File: src/hdl/assert_macros.svh
// assertion helpers shared by tns_ring and tabu_neighbor_selector_core
// expects i_clk and i_rst_n in the scope of use
`ifndef ASSERT_MACROS_SVH
`define ASSERT_MACROS_SVH

// same-cycle implication, masked while in reset
`define CHK_IMPL(label, ante, cons, msg) \
    label: assert property (@(posedge i_clk) disable iff (!i_rst_n) (ante) |-> (cons)) \
        else $error(msg);

// next-cycle implication, masked while in reset
`define CHK_NEXT(label, ante, cons, msg) \
    label: assert property (@(posedge i_clk) disable iff (!i_rst_n) (ante) |=> (cons)) \
        else $error(msg);

`endif

File: src/hdl/tns_pkg.sv
// shared types, widths and codes for the tabu neighbour selector
// used by tns_ring and tabu_neighbor_selector_core
`default_nettype none

package tns_pkg;

    localparam int RING_AW = 6;
    localparam int DEPTH_W = 7;
    localparam int FIT_W   = 31;
    localparam int HASH_W  = 32;
    localparam int SUM_W   = 41;
    localparam int CNT_W   = 11;
    localparam int IDX_W   = 10;
    localparam int STS_W   = 3;
    localparam int ACT_W   = 2;
    localparam int ITER_W  = 32;

    localparam logic [DEPTH_W-1:0] TABU_DEPTH    = 7'd64;
    localparam logic [CNT_W-1:0]   MAX_NEIGHBORS = 11'd1024;
    localparam logic [FIT_W-1:0]   FIT_ONES      = 31'h7FFF_FFFF;

    localparam logic [ACT_W-1:0] ACT_NEIGHBOR = 2'd0;
    localparam logic [ACT_W-1:0] ACT_FALLBACK = 2'd1;
    localparam logic [ACT_W-1:0] ACT_RESTART  = 2'd2;

    localparam logic [STS_W-1:0] STS_RECORDED     = 3'd0;
    localparam logic [STS_W-1:0] STS_ACCEPTED     = 3'd1;
    localparam logic [STS_W-1:0] STS_FB_NEEDED    = 3'd2;
    localparam logic [STS_W-1:0] STS_FB_ACCEPTED  = 3'd3;
    localparam logic [STS_W-1:0] STS_RESTARTED    = 3'd4;

    typedef struct packed {
        logic                start;
        logic [DEPTH_W-1:0]  len;
        logic [HASH_W-1:0]   key;
        logic                wr_en;
        logic [RING_AW-1:0]  wr_addr;
        logic [HASH_W-1:0]   wr_data;
    } t_ring_ctl;

    typedef struct packed {
        logic done;
        logic hit;
    } t_ring_stat;

    // depth register clamped to 1..TABU_DEPTH
    function automatic logic [DEPTH_W-1:0] active_depth(input logic [DEPTH_W-1:0] d);
        logic [DEPTH_W-1:0] r;
        r = d;
        if (d == '0) r = {{(DEPTH_W-1){1'b0}}, 1'b1};
        if (d > TABU_DEPTH) r = TABU_DEPTH;
        return r;
    endfunction

endpackage

`default_nettype wire

File: src/hdl/tns_ring.sv
// ring of forbidden hashes: one-port memory, sequential lookup, one read a cycle
// depends on tns_pkg and assert_macros.svh
`default_nettype none
`include "assert_macros.svh"

module tns_ring (
    input  wire logic               i_clk,
    input  wire logic               i_rst_n,
    input  wire tns_pkg::t_ring_ctl i_ctl,
    output tns_pkg::t_ring_stat     o_stat
);

    logic [tns_pkg::HASH_W-1:0]  mem [tns_pkg::TABU_DEPTH];
    logic [tns_pkg::HASH_W-1:0]  r_q;
    logic                        r_busy;
    logic                        r_rd_valid;
    logic                        r_hit;
    logic [tns_pkg::DEPTH_W-1:0] r_issue;
    logic [tns_pkg::DEPTH_W-1:0] r_len;
    logic [tns_pkg::HASH_W-1:0]  r_key;
    logic                        w_rd_en;
    logic                        w_done;

    assign w_rd_en = r_busy && (r_issue < r_len);
    // last read compared once its data has come back
    assign w_done  = r_busy && (r_issue == r_len) && !r_rd_valid;

    always_ff @(posedge i_clk) begin
        if (i_ctl.wr_en) begin
            mem[i_ctl.wr_addr] <= i_ctl.wr_data;
        end
        if (w_rd_en) begin
            r_q <= mem[r_issue[tns_pkg::RING_AW-1:0]];
        end
    end

    always_ff @(posedge i_clk) begin
        if (!i_rst_n) begin
            r_busy     <= 1'b0;
            r_rd_valid <= 1'b0;
            r_hit      <= 1'b0;
            r_issue    <= '0;
            r_len      <= '0;
        end else if (i_ctl.start) begin
            r_busy     <= 1'b1;
            r_rd_valid <= 1'b0;
            r_hit      <= 1'b0;
            r_issue    <= '0;
            r_len      <= i_ctl.len;
            r_key      <= i_ctl.key;
        end else if (r_busy) begin
            if (r_rd_valid && (r_q == r_key)) begin
                r_hit <= 1'b1;
            end
            r_rd_valid <= w_rd_en;
            if (w_rd_en) begin
                r_issue <= r_issue + 1'b1;
            end
            if (w_done) begin
                r_busy <= 1'b0;
            end
        end
    end

    assign o_stat.done = w_done;
    assign o_stat.hit  = r_hit;

    `CHK_IMPL(a_start_idle, i_ctl.start, !r_busy, "ring lookup started while busy")
    `CHK_IMPL(a_write_idle, i_ctl.wr_en, !r_busy && !i_ctl.start, "ring write during lookup")
    `CHK_NEXT(a_start_busy, i_ctl.start, r_busy, "ring lookup did not begin")

endmodule

`default_nettype wire

File: src/hdl/tabu_neighbor_selector_core.sv
// tabu neighbour selector top level: round statistics, candidate choice, ring update
// depends on tns_pkg, tns_ring and assert_macros.svh
//
//  channel   direction  handshake                 payload
//  in        to block   i_in_valid / o_in_stall   action, fitness, solution_hash, end_of_round
//  out       from block o_out_valid / i_out_stall status .. iteration (one per item)
//  cfg       to block   i_cfg_we                  forbidden_depth
//
// a neighbour or fallback item goes through the start, wait and update states; in wait the
// first n = min(ring fill, clamped forbidden_depth) ring entries are scanned one entry a cycle
// restart and unused actions skip the scan and go from idle straight to the update state
// the next transfer can be taken in the cycle after the result is written; items go one at a time
// the ring needs no clearing pass: a fill count bounds the lookup, so reset is immediate
// input stalls while an item is in work; a result still waiting holds the next one at its update
`default_nettype none
`include "assert_macros.svh"

module tabu_neighbor_selector_core (
    input  wire logic                        i_clk,
    input  wire logic                        i_rst_n,
    input  wire logic                        i_cfg_we,
    input  wire logic [tns_pkg::DEPTH_W-1:0] i_cfg_data,
    input  wire logic                        i_in_valid,
    output logic                             o_in_stall,
    input  wire logic [tns_pkg::ACT_W-1:0]   i_action,
    input  wire logic [tns_pkg::FIT_W-1:0]   i_fitness,
    input  wire logic [tns_pkg::HASH_W-1:0]  i_solution_hash,
    input  wire logic                        i_end_of_round,
    output logic                             o_out_valid,
    input  wire logic                        i_out_stall,
    output logic [tns_pkg::STS_W-1:0]        o_status,
    output logic                             o_neighbor_is_tabu,
    output logic [tns_pkg::IDX_W-1:0]        o_candidate_index,
    output logic [tns_pkg::FIT_W-1:0]        o_round_best,
    output logic [tns_pkg::FIT_W-1:0]        o_round_worst,
    output logic [tns_pkg::SUM_W-1:0]        o_round_sum,
    output logic [tns_pkg::CNT_W-1:0]        o_round_count,
    output logic [tns_pkg::FIT_W-1:0]        o_best_ever,
    output logic                             o_improved,
    output logic [tns_pkg::ITER_W-1:0]       o_iteration
);

    localparam logic [1:0] S_IDLE   = 2'd0;
    localparam logic [1:0] S_START  = 2'd1;
    localparam logic [1:0] S_WAIT   = 2'd2;
    localparam logic [1:0] S_UPDATE = 2'd3;

    logic [1:0] r_state;

    // latched item
    logic [tns_pkg::ACT_W-1:0]  r_act;
    logic [tns_pkg::FIT_W-1:0]  r_fit;
    logic [tns_pkg::HASH_W-1:0] r_hash;
    logic                       r_eor;

    // configuration and search state
    logic [tns_pkg::DEPTH_W-1:0] r_depth;
    logic [tns_pkg::DEPTH_W-1:0] r_fill,      n_fill;
    logic [tns_pkg::RING_AW-1:0] r_pos,       n_pos;
    logic                        r_cand_valid, n_cand_valid;
    logic [tns_pkg::FIT_W-1:0]   r_cand_fit,  n_cand_fit;
    logic [tns_pkg::HASH_W-1:0]  r_cand_hash, n_cand_hash;
    logic [tns_pkg::IDX_W-1:0]   r_cand_pos,  n_cand_pos;
    logic [tns_pkg::FIT_W-1:0]   r_min,       n_min;
    logic [tns_pkg::FIT_W-1:0]   r_max,       n_max;
    logic [tns_pkg::SUM_W-1:0]   r_sum,       n_sum;
    logic [tns_pkg::CNT_W-1:0]   r_cnt,       n_cnt;
    logic [tns_pkg::FIT_W-1:0]   r_best,      n_best;
    logic [tns_pkg::ITER_W-1:0]  r_iter,      n_iter;
    logic                        r_await,     n_await;

    // result register
    logic                        r_out_valid;
    logic [tns_pkg::STS_W-1:0]   r_o_status,  n_o_status;
    logic                        r_o_tabu,    n_o_tabu;
    logic [tns_pkg::IDX_W-1:0]   r_o_idx,     n_o_idx;
    logic [tns_pkg::FIT_W-1:0]   r_o_best,    n_o_best;
    logic [tns_pkg::FIT_W-1:0]   r_o_worst,   n_o_worst;
    logic [tns_pkg::SUM_W-1:0]   r_o_sum,     n_o_sum;
    logic [tns_pkg::CNT_W-1:0]   r_o_cnt,     n_o_cnt;
    logic                        r_o_imp,     n_o_imp;

    logic                        w_in_xfer;
    logic                        w_commit;
    logic                        w_mv_en;
    logic [tns_pkg::FIT_W-1:0]   w_mv_fit;
    logic [tns_pkg::HASH_W-1:0]  w_mv_hash;
    logic                        w_clear;
    logic [tns_pkg::DEPTH_W-1:0] w_depth;
    logic [tns_pkg::DEPTH_W-1:0] w_fill_inc;
    logic [tns_pkg::DEPTH_W-1:0] w_pos_inc;
    logic                        w_scan;

    tns_pkg::t_ring_ctl  w_ctl;
    tns_pkg::t_ring_stat w_stat;

    assign o_in_stall = (r_state != S_IDLE);
    assign w_in_xfer  = i_in_valid && !o_in_stall;
    assign w_commit   = (r_state == S_UPDATE) && (!r_out_valid || !i_out_stall);
    assign w_depth    = tns_pkg::active_depth(r_depth);
    assign w_fill_inc = r_fill + 1'b1;
    assign w_pos_inc  = {1'b0, r_pos} + 1'b1;
    assign w_scan     = (i_action == tns_pkg::ACT_NEIGHBOR) ||
                        (i_action == tns_pkg::ACT_FALLBACK);

    assign w_ctl.start   = (r_state == S_START);
    assign w_ctl.len     = (r_fill < w_depth) ? r_fill : w_depth;
    assign w_ctl.key     = r_hash;
    assign w_ctl.wr_en   = w_commit && w_mv_en;
    assign w_ctl.wr_addr = r_pos;
    assign w_ctl.wr_data = w_mv_hash;

    tns_ring u_ring (
        .i_clk   (i_clk),
        .i_rst_n (i_rst_n),
        .i_ctl   (w_ctl),
        .o_stat  (w_stat)
    );

    always_comb begin
        n_fill       = r_fill;
        n_pos        = r_pos;
        n_cand_valid = r_cand_valid;
        n_cand_fit   = r_cand_fit;
        n_cand_hash  = r_cand_hash;
        n_cand_pos   = r_cand_pos;
        n_min        = r_min;
        n_max        = r_max;
        n_sum        = r_sum;
        n_cnt        = r_cnt;
        n_best       = r_best;
        n_iter       = r_iter;
        n_await      = r_await;
        n_o_status   = tns_pkg::STS_RECORDED;
        n_o_tabu     = 1'b0;
        n_o_idx      = '0;
        n_o_imp      = 1'b0;
        w_mv_en      = 1'b0;
        w_mv_fit     = r_fit;
        w_mv_hash    = r_hash;
        w_clear      = 1'b0;

        case (r_act)
            tns_pkg::ACT_NEIGHBOR: begin
                // a neighbour while a fallback is pending starts a fresh round
                if (r_await) begin
                    n_cand_valid = 1'b0;
                    n_cand_fit   = tns_pkg::FIT_ONES;
                    n_cand_hash  = '0;
                    n_cand_pos   = '0;
                    n_min        = tns_pkg::FIT_ONES;
                    n_max        = '0;
                    n_sum        = '0;
                    n_cnt        = '0;
                end
                n_await  = 1'b0;
                n_o_tabu = w_stat.hit;
                if (n_cnt < tns_pkg::MAX_NEIGHBORS) begin
                    if (!w_stat.hit && (!n_cand_valid || (r_fit < n_cand_fit))) begin
                        n_cand_valid = 1'b1;
                        n_cand_fit   = r_fit;
                        n_cand_hash  = r_hash;
                        n_cand_pos   = n_cnt[tns_pkg::IDX_W-1:0];
                    end
                    n_sum = n_sum + {{(tns_pkg::SUM_W-tns_pkg::FIT_W){1'b0}}, r_fit};
                    if (r_fit < n_min) n_min = r_fit;
                    if (r_fit > n_max) n_max = r_fit;
                    n_cnt = n_cnt + 1'b1;
                end
                if (r_eor) begin
                    if (n_cand_valid) begin
                        w_mv_en    = 1'b1;
                        w_mv_fit   = n_cand_fit;
                        w_mv_hash  = n_cand_hash;
                        n_o_status = tns_pkg::STS_ACCEPTED;
                        n_o_idx    = n_cand_pos;
                        w_clear    = 1'b1;
                    end else begin
                        n_o_status = tns_pkg::STS_FB_NEEDED;
                        n_await    = 1'b1;
                    end
                end
            end
            tns_pkg::ACT_FALLBACK: begin
                n_o_tabu = w_stat.hit;
                if (r_await) begin
                    w_mv_en    = 1'b1;
                    n_await    = 1'b0;
                    n_o_status = tns_pkg::STS_FB_ACCEPTED;
                    w_clear    = 1'b1;
                end
            end
            tns_pkg::ACT_RESTART: begin
                n_fill       = '0;
                n_pos        = '0;
                n_cand_valid = 1'b0;
                n_cand_fit   = tns_pkg::FIT_ONES;
                n_cand_hash  = '0;
                n_cand_pos   = '0;
                n_min        = tns_pkg::FIT_ONES;
                n_max        = '0;
                n_sum        = '0;
                n_cnt        = '0;
                n_best       = r_fit;
                n_iter       = '0;
                n_await      = 1'b0;
                n_o_status   = tns_pkg::STS_RESTARTED;
            end
            default: begin
            end
        endcase

        // the accepted move goes into the ring at the write position
        if (w_mv_en) begin
            n_fill = (w_fill_inc < w_depth) ? w_fill_inc : w_depth;
            n_pos  = (w_pos_inc >= w_depth) ? '0 : w_pos_inc[tns_pkg::RING_AW-1:0];
            if (w_mv_fit < n_best) begin
                n_best  = w_mv_fit;
                n_o_imp = 1'b1;
            end
            n_iter = r_iter + 1'b1;
        end

        n_o_best  = n_min;
        n_o_worst = n_max;
        n_o_sum   = n_sum;
        n_o_cnt   = n_cnt;

        if (w_clear) begin
            n_cand_valid = 1'b0;
            n_cand_fit   = tns_pkg::FIT_ONES;
            n_cand_hash  = '0;
            n_cand_pos   = '0;
            n_min        = tns_pkg::FIT_ONES;
            n_max        = '0;
            n_sum        = '0;
            n_cnt        = '0;
        end
    end

    always_ff @(posedge i_clk) begin
        if (!i_rst_n) begin
            r_state     <= S_IDLE;
            r_depth     <= tns_pkg::TABU_DEPTH;
            r_fill      <= '0;
            r_pos       <= '0;
            r_cand_valid <= 1'b0;
            r_cand_fit  <= tns_pkg::FIT_ONES;
            r_cand_hash <= '0;
            r_cand_pos  <= '0;
            r_min       <= tns_pkg::FIT_ONES;
            r_max       <= '0;
            r_sum       <= '0;
            r_cnt       <= '0;
            r_best      <= tns_pkg::FIT_ONES;
            r_iter      <= '0;
            r_await     <= 1'b0;
            r_out_valid <= 1'b0;
        end else begin
            if (i_cfg_we) begin
                r_depth <= i_cfg_data;
            end
            case (r_state)
                S_IDLE: begin
                    if (w_in_xfer) begin
                        r_state <= w_scan ? S_START : S_UPDATE;
                    end
                end
                S_START: begin
                    r_state <= S_WAIT;
                end
                S_WAIT: begin
                    if (w_stat.done) begin
                        r_state <= S_UPDATE;
                    end
                end
                S_UPDATE: begin
                    if (w_commit) begin
                        r_state <= S_IDLE;
                    end
                end
                default: begin
                    r_state <= S_IDLE;
                end
            endcase
            if (w_commit) begin
                r_fill       <= n_fill;
                r_pos        <= n_pos;
                r_cand_valid <= n_cand_valid;
                r_cand_fit   <= n_cand_fit;
                r_cand_hash  <= n_cand_hash;
                r_cand_pos   <= n_cand_pos;
                r_min        <= n_min;
                r_max        <= n_max;
                r_sum        <= n_sum;
                r_cnt        <= n_cnt;
                r_best       <= n_best;
                r_iter       <= n_iter;
                r_await      <= n_await;
                r_out_valid  <= 1'b1;
            end else if (r_out_valid && !i_out_stall) begin
                r_out_valid <= 1'b0;
            end
        end
    end

    always_ff @(posedge i_clk) begin
        if (w_in_xfer) begin
            r_act  <= i_action;
            r_fit  <= i_fitness;
            r_hash <= i_solution_hash;
            r_eor  <= i_end_of_round;
        end
        if (w_commit) begin
            r_o_status <= n_o_status;
            r_o_tabu   <= n_o_tabu;
            r_o_idx    <= n_o_idx;
            r_o_best   <= n_o_best;
            r_o_worst  <= n_o_worst;
            r_o_sum    <= n_o_sum;
            r_o_cnt    <= n_o_cnt;
            r_o_imp    <= n_o_imp;
        end
    end

    assign o_out_valid        = r_out_valid;
    assign o_status           = r_o_status;
    assign o_neighbor_is_tabu = r_o_tabu;
    assign o_candidate_index  = r_o_idx;
    assign o_round_best       = r_o_best;
    assign o_round_worst      = r_o_worst;
    assign o_round_sum        = r_o_sum;
    assign o_round_count      = r_o_cnt;
    assign o_best_ever        = r_best;
    assign o_improved         = r_o_imp;
    assign o_iteration        = r_iter;

    `CHK_IMPL(a_await_nocand, r_await, !r_cand_valid, "fallback pending with a candidate held")
    `CHK_IMPL(a_done_in_wait, w_stat.done, r_state == S_WAIT, "ring lookup ended outside wait")
    `CHK_IMPL(a_fill_bound, 1'b1, r_fill <= tns_pkg::TABU_DEPTH, "ring fill beyond depth")

endmodule

`default_nettype wire

File: config.mk
export PLATFORM = sky130hd
export DESIGN_NAME = tabu_neighbor_selector_core
export DESIGN_NICKNAME = d
export VERILOG_FILES = /design/src/hdl/tns_pkg.sv /design/src/hdl/tns_ring.sv /design/src/hdl/tabu_neighbor_selector_core.sv
export VERILOG_INCLUDE_DIRS = /design/src /design/src/hdl
export SDC_FILE = /design/constraint.sdc
export NUM_CORES = 2
export LEC_CHECK = 0
export BUFFER_PORTS_ARGS = -buffer_cell sky130_fd_sc_hd__buf_2
export CELL_PAD_IN_SITES_DETAIL_PLACEMENT = 1
export CELL_PAD_IN_SITES_GLOBAL_PLACEMENT = 2
export CORE_MARGIN = 10
export CORE_UTILIZATION = 48
export DETAILED_ROUTE_END_ITERATION = 16
export PLACE_DENSITY = 0.86
export RECOVER_POWER = 50
export SYNTH_ARGS = -nofsm -noshare
export SYNTH_HDL_FRONTEND = slang
export SYNTH_SLANG_ARGS = --single-unit
File: constraint.sdc
create_clock -name i_clk -period 6.8 [get_ports i_clk]
set_clock_uncertainty 0.05 [all_clocks]
set_input_delay 0.68 -clock i_clk [delete_from_list [all_inputs] [get_ports i_clk]]
set_output_delay 0.68 -clock i_clk [all_outputs]
set_load 0.01 [all_outputs]
==> metrics.txt <==
IO buf count 271; final worst-path cycle share 95.0%; FFs w/ async S/R, synth 0%; Design Area, Final 120,000 um^2; GRT Total Usage 26.2%; Max-cap violations 26; Crit Path Category flop to flop; num ports 272; Top FF cell, synth edfxtp_1; Routed Antenna Nets 0; RR Startpoint r_act[1]$_DFFE_PP_; CP cell instances inv_1 -> ha_1 -> clkbuf_1 -> a32oi_1 -> clkbuf_1 -> or3_1 -> nor2_1 -> clkbuf_4; post-synth cell types 87; number of clock sinks 2,599; Vias 60,251; Slew Viols, Final 831; sequential power share 48.9%; power per cell area 317 nW/um^2; status complete, but fails checks; Tmin final 6.46 ns; Most common cell on crit path clkbuf_1; Root Driver clkbuf_16; Initial Util 48.1%; Synth Net Count 6,067; syn avg cell area 18.2 um^2; largest net degree at the start of global routing 137; register bit total from synthesis 2,599; largest family of logic cells by synthesized area multiplexers; vias per cell 6.43; CP max stage cell clkbuf_1; post-synthesis mux area share 15.0%; post_cts resized 0; initial antenna violation count 20; post-detail-place hpwl 197,000 um; unrepaired setup endpoints after global routing false; vias in the first global route 62,600; Final Hold Vio Count 0; leading area contributor after synthesis edfxtp_1; global-route wire length before repair 458,000 um; CP Capture Type flop; P_leak 38.3 nW; DP Area 112,000 um^2; endpoints failing setup 0; maximum clock insertion buffer count 4; DRC 0; Slew @ Worst Pin 3.42 ns; Worst VDD drop 0.242 mV; Worst-path clk slew 0.06 ns; Clk network pwr share 38.7%; share of cells above drive strength 1 21.4%; Commonest cells post-synth edfxtp_1, mux4_2, nor2_1; Post-synth EDFFs 2,307; H-tree depth 5; die area 239,000 um^2; Synth Area in Simple Gates 4.54%; failing checks capacitance limit, slew limit; Num CTS Buffers 286; DRT Pass-1 Iters 6; cell area after synthesis 106,000 um^2; Comb pwr share 12.4%; flop-to-flop setup slack 0.34 ns; Yosys top cell area share 65.6%; Setup TNS 0 ns; CTS tree built; Total Nets Final 6,566; switch share 25.1%; Fillers 19,700; Worst Setup SP r_act[1]$_DFFE_PP_; worst hold margin 0.124 ns; Synth Area in Adders 2.29%; Pint 0.0285 W; count leader, synth edfxtp_1; Die Y 489 um; Worst slew margin -128%; FMAX 155 MHz; hold_sp i_fitness[20]; Std-Cell Rows 172; Area contributors post-synth edfxtp_1, mux4_2, dfxtp_1; die width 489 um; DRC violation total after the first TritonRoute iteration 7,491; XOR/XNOR share of the synthesized area 0.838%; Final Wtd Congestion 0.845; Gate Count Post-Synth 5,796; startpoint types flop; Critical Path AT 6.95 ns; layout overhead on the synthesized area 13.7%; CP max FO 29; WL final 318,000 um; clock latency on the worst-skew pair 0.95 ns; Req. time, crit path 7.29 ns; grt ovf 0; Seq/Total Area, Yosys 71.2%; yosys warns 0; WL/cell 33.9 um; Worst Hold Class input pin to flop; delay of the slowest critical-path stage 1.29 ns; switching power 0.00954 W; CORE AREA 219,000 um^2; Compound-Gate Fraction of Synth Area 4.77%
critical path, delay by kind of cell, from the launching register on:
family,cells,cell delay [ns]
simple gates,2,2.09
buf+inv,4,2.86
fa+ha+maj,1,0.18
flops,1,0.44
compound gates,1,0.41
area by class of cell:
cell class | count | area [um^2] | share of cell area [%]
diodes | 6 | 15.0 | 0.0125
flip-flops and latches | 2599 | 75100 | 62.6
well taps | 2871 | 3590 | 2.99
inverters | 50 | 190 | 0.158
clock inverters | 125 | 1020 | 0.850
multi-input cells | 2822 | 29300 | 24.4
repair buffers | 536 | 3210 | 2.68
clock buffers | 358 | 7590 | 6.32
sequential cells by signal (all words and copies together) (netlist names), 32 cells and up:
register      cells
u_ring.mem     2048
o_round_sum      41
r_sum            41
o_iteration      32
r_cand_hash      32
r_hash           32
u_ring.r_key     32
u_ring.r_q       32
layer usage:
| layer | up-vias | wire length, um | track usage (%) |
|---|---|---|---|
| li1 | 24432 | - | - |
| met1 | 31729 | 120000 | 34.5 |
| met2 | 3399 | 158000 | 44.1 |
| met3 | 679 | 25500 | 4.15 |
| met4 | 12 | 13600 | 9.82 |
| met5 | - | 80 | 0 |
power groups by stage:
stage | Combinational (W) | Clock [W] | Sequential (W)
2_1_floorplan | 0.00296 | 0 | 0.0189
3_3_place_gp | 0.00451 | 0 | 0.0189
3_5_place_dp | 0.00468 | 0 | 0.0189
4_1_cts | 0.00476 | 0.0149 | 0.0186
5_1_grt | 0.00510 | 0.0155 | 0.0186
6_report | 0.00472 | 0.0147 | 0.0186
cell families (layout without fill, tap and decap cells):
logic type / count (synthesis) / count (layout)
other cells: 0 / 6
xor+xnor: 101 / 101
compound gates: 733 / 733
flops: 2599 / 2599
fa+ha+maj: 193 / 193
simple gates: 1056 / 1056
mux: 739 / 739
buf+inv: 375 / 1069
cell usage in the layout, fill, tap and decap left out, types with 23 or more instances in the layout:
| cell | count |
|---|---|
| a22oi_1 | 71 |
| clkbuf_1 | 318 |
| clkbuf_2 | 28 |
| nor3_1 | 35 |
| a22o_1 | 75 |
| clkinv_1 | 49 |
| nand3_1 | 111 |
| nor2_4 | 27 |
| mux2i_1 | 59 |
| xnor2_1 | 40 |
| a21o_1 | 58 |
| buf_2 | 35 |
| nor2b_1 | 56 |
| nor2_2 | 28 |
| o21ai_0 | 135 |
| o22ai_1 | 44 |
| edfxtp_1 | 2307 |
| o22a_1 | 31 |
| clkbuf_16 | 291 |
| nand2_1 | 300 |
| nand4_1 | 31 |
| nor2_1 | 320 |
| dlygate4sd3_1 | 64 |
| nand2b_1 | 46 |
| inv_1 | 46 |
| clkinv_2 | 45 |
| mux4_2 | 672 |
| xor2_1 | 61 |
| ha_1 | 192 |
| a211oi_1 | 23 |
| dfxtp_1 | 286 |
| a31oi_1 | 34 |
| buf_4 | 137 |
| a21oi_1 | 121 |
timing repair:
| item | 4_1_cts | 5_1_grt |
|---|---|---|
| endpoints found under the hold margin | 64 | 0 |
| hold buffers | 64 | 0 |
| buffers inserted | 0 | 0 |
through the flow:
stage | power [W] | cells | util (%) | setup WS [ns]
after global placement | 0.0234 | 8814 | 50.9 | 0.784
after floorplan | 0.0218 | 5796 | - | 1.11
after detailed placement | 0.0236 | 8814 | 50.9 | 0.672
final | 0.0380 | 9367 | 54.7 | 0.337
after global routing | 0.0392 | 9362 | 54.7 | 0.157
after CTS | 0.0382 | 9361 | 55.1 | 0.627
final timing paths:
check | cells after the start | to
worst min register to register | 2 | r_sum[1]$_SDFFE_PN0P_
worst max-delay path | 8 | u_ring.mem[7][10]$_DFFE_PP_
worst min-delay path | 1 | r_fit[20]$_DFFE_PP_
worst max register to register | 8 | u_ring.mem[7][10]$_DFFE_PP_
(Power assumes the default switching activity.)
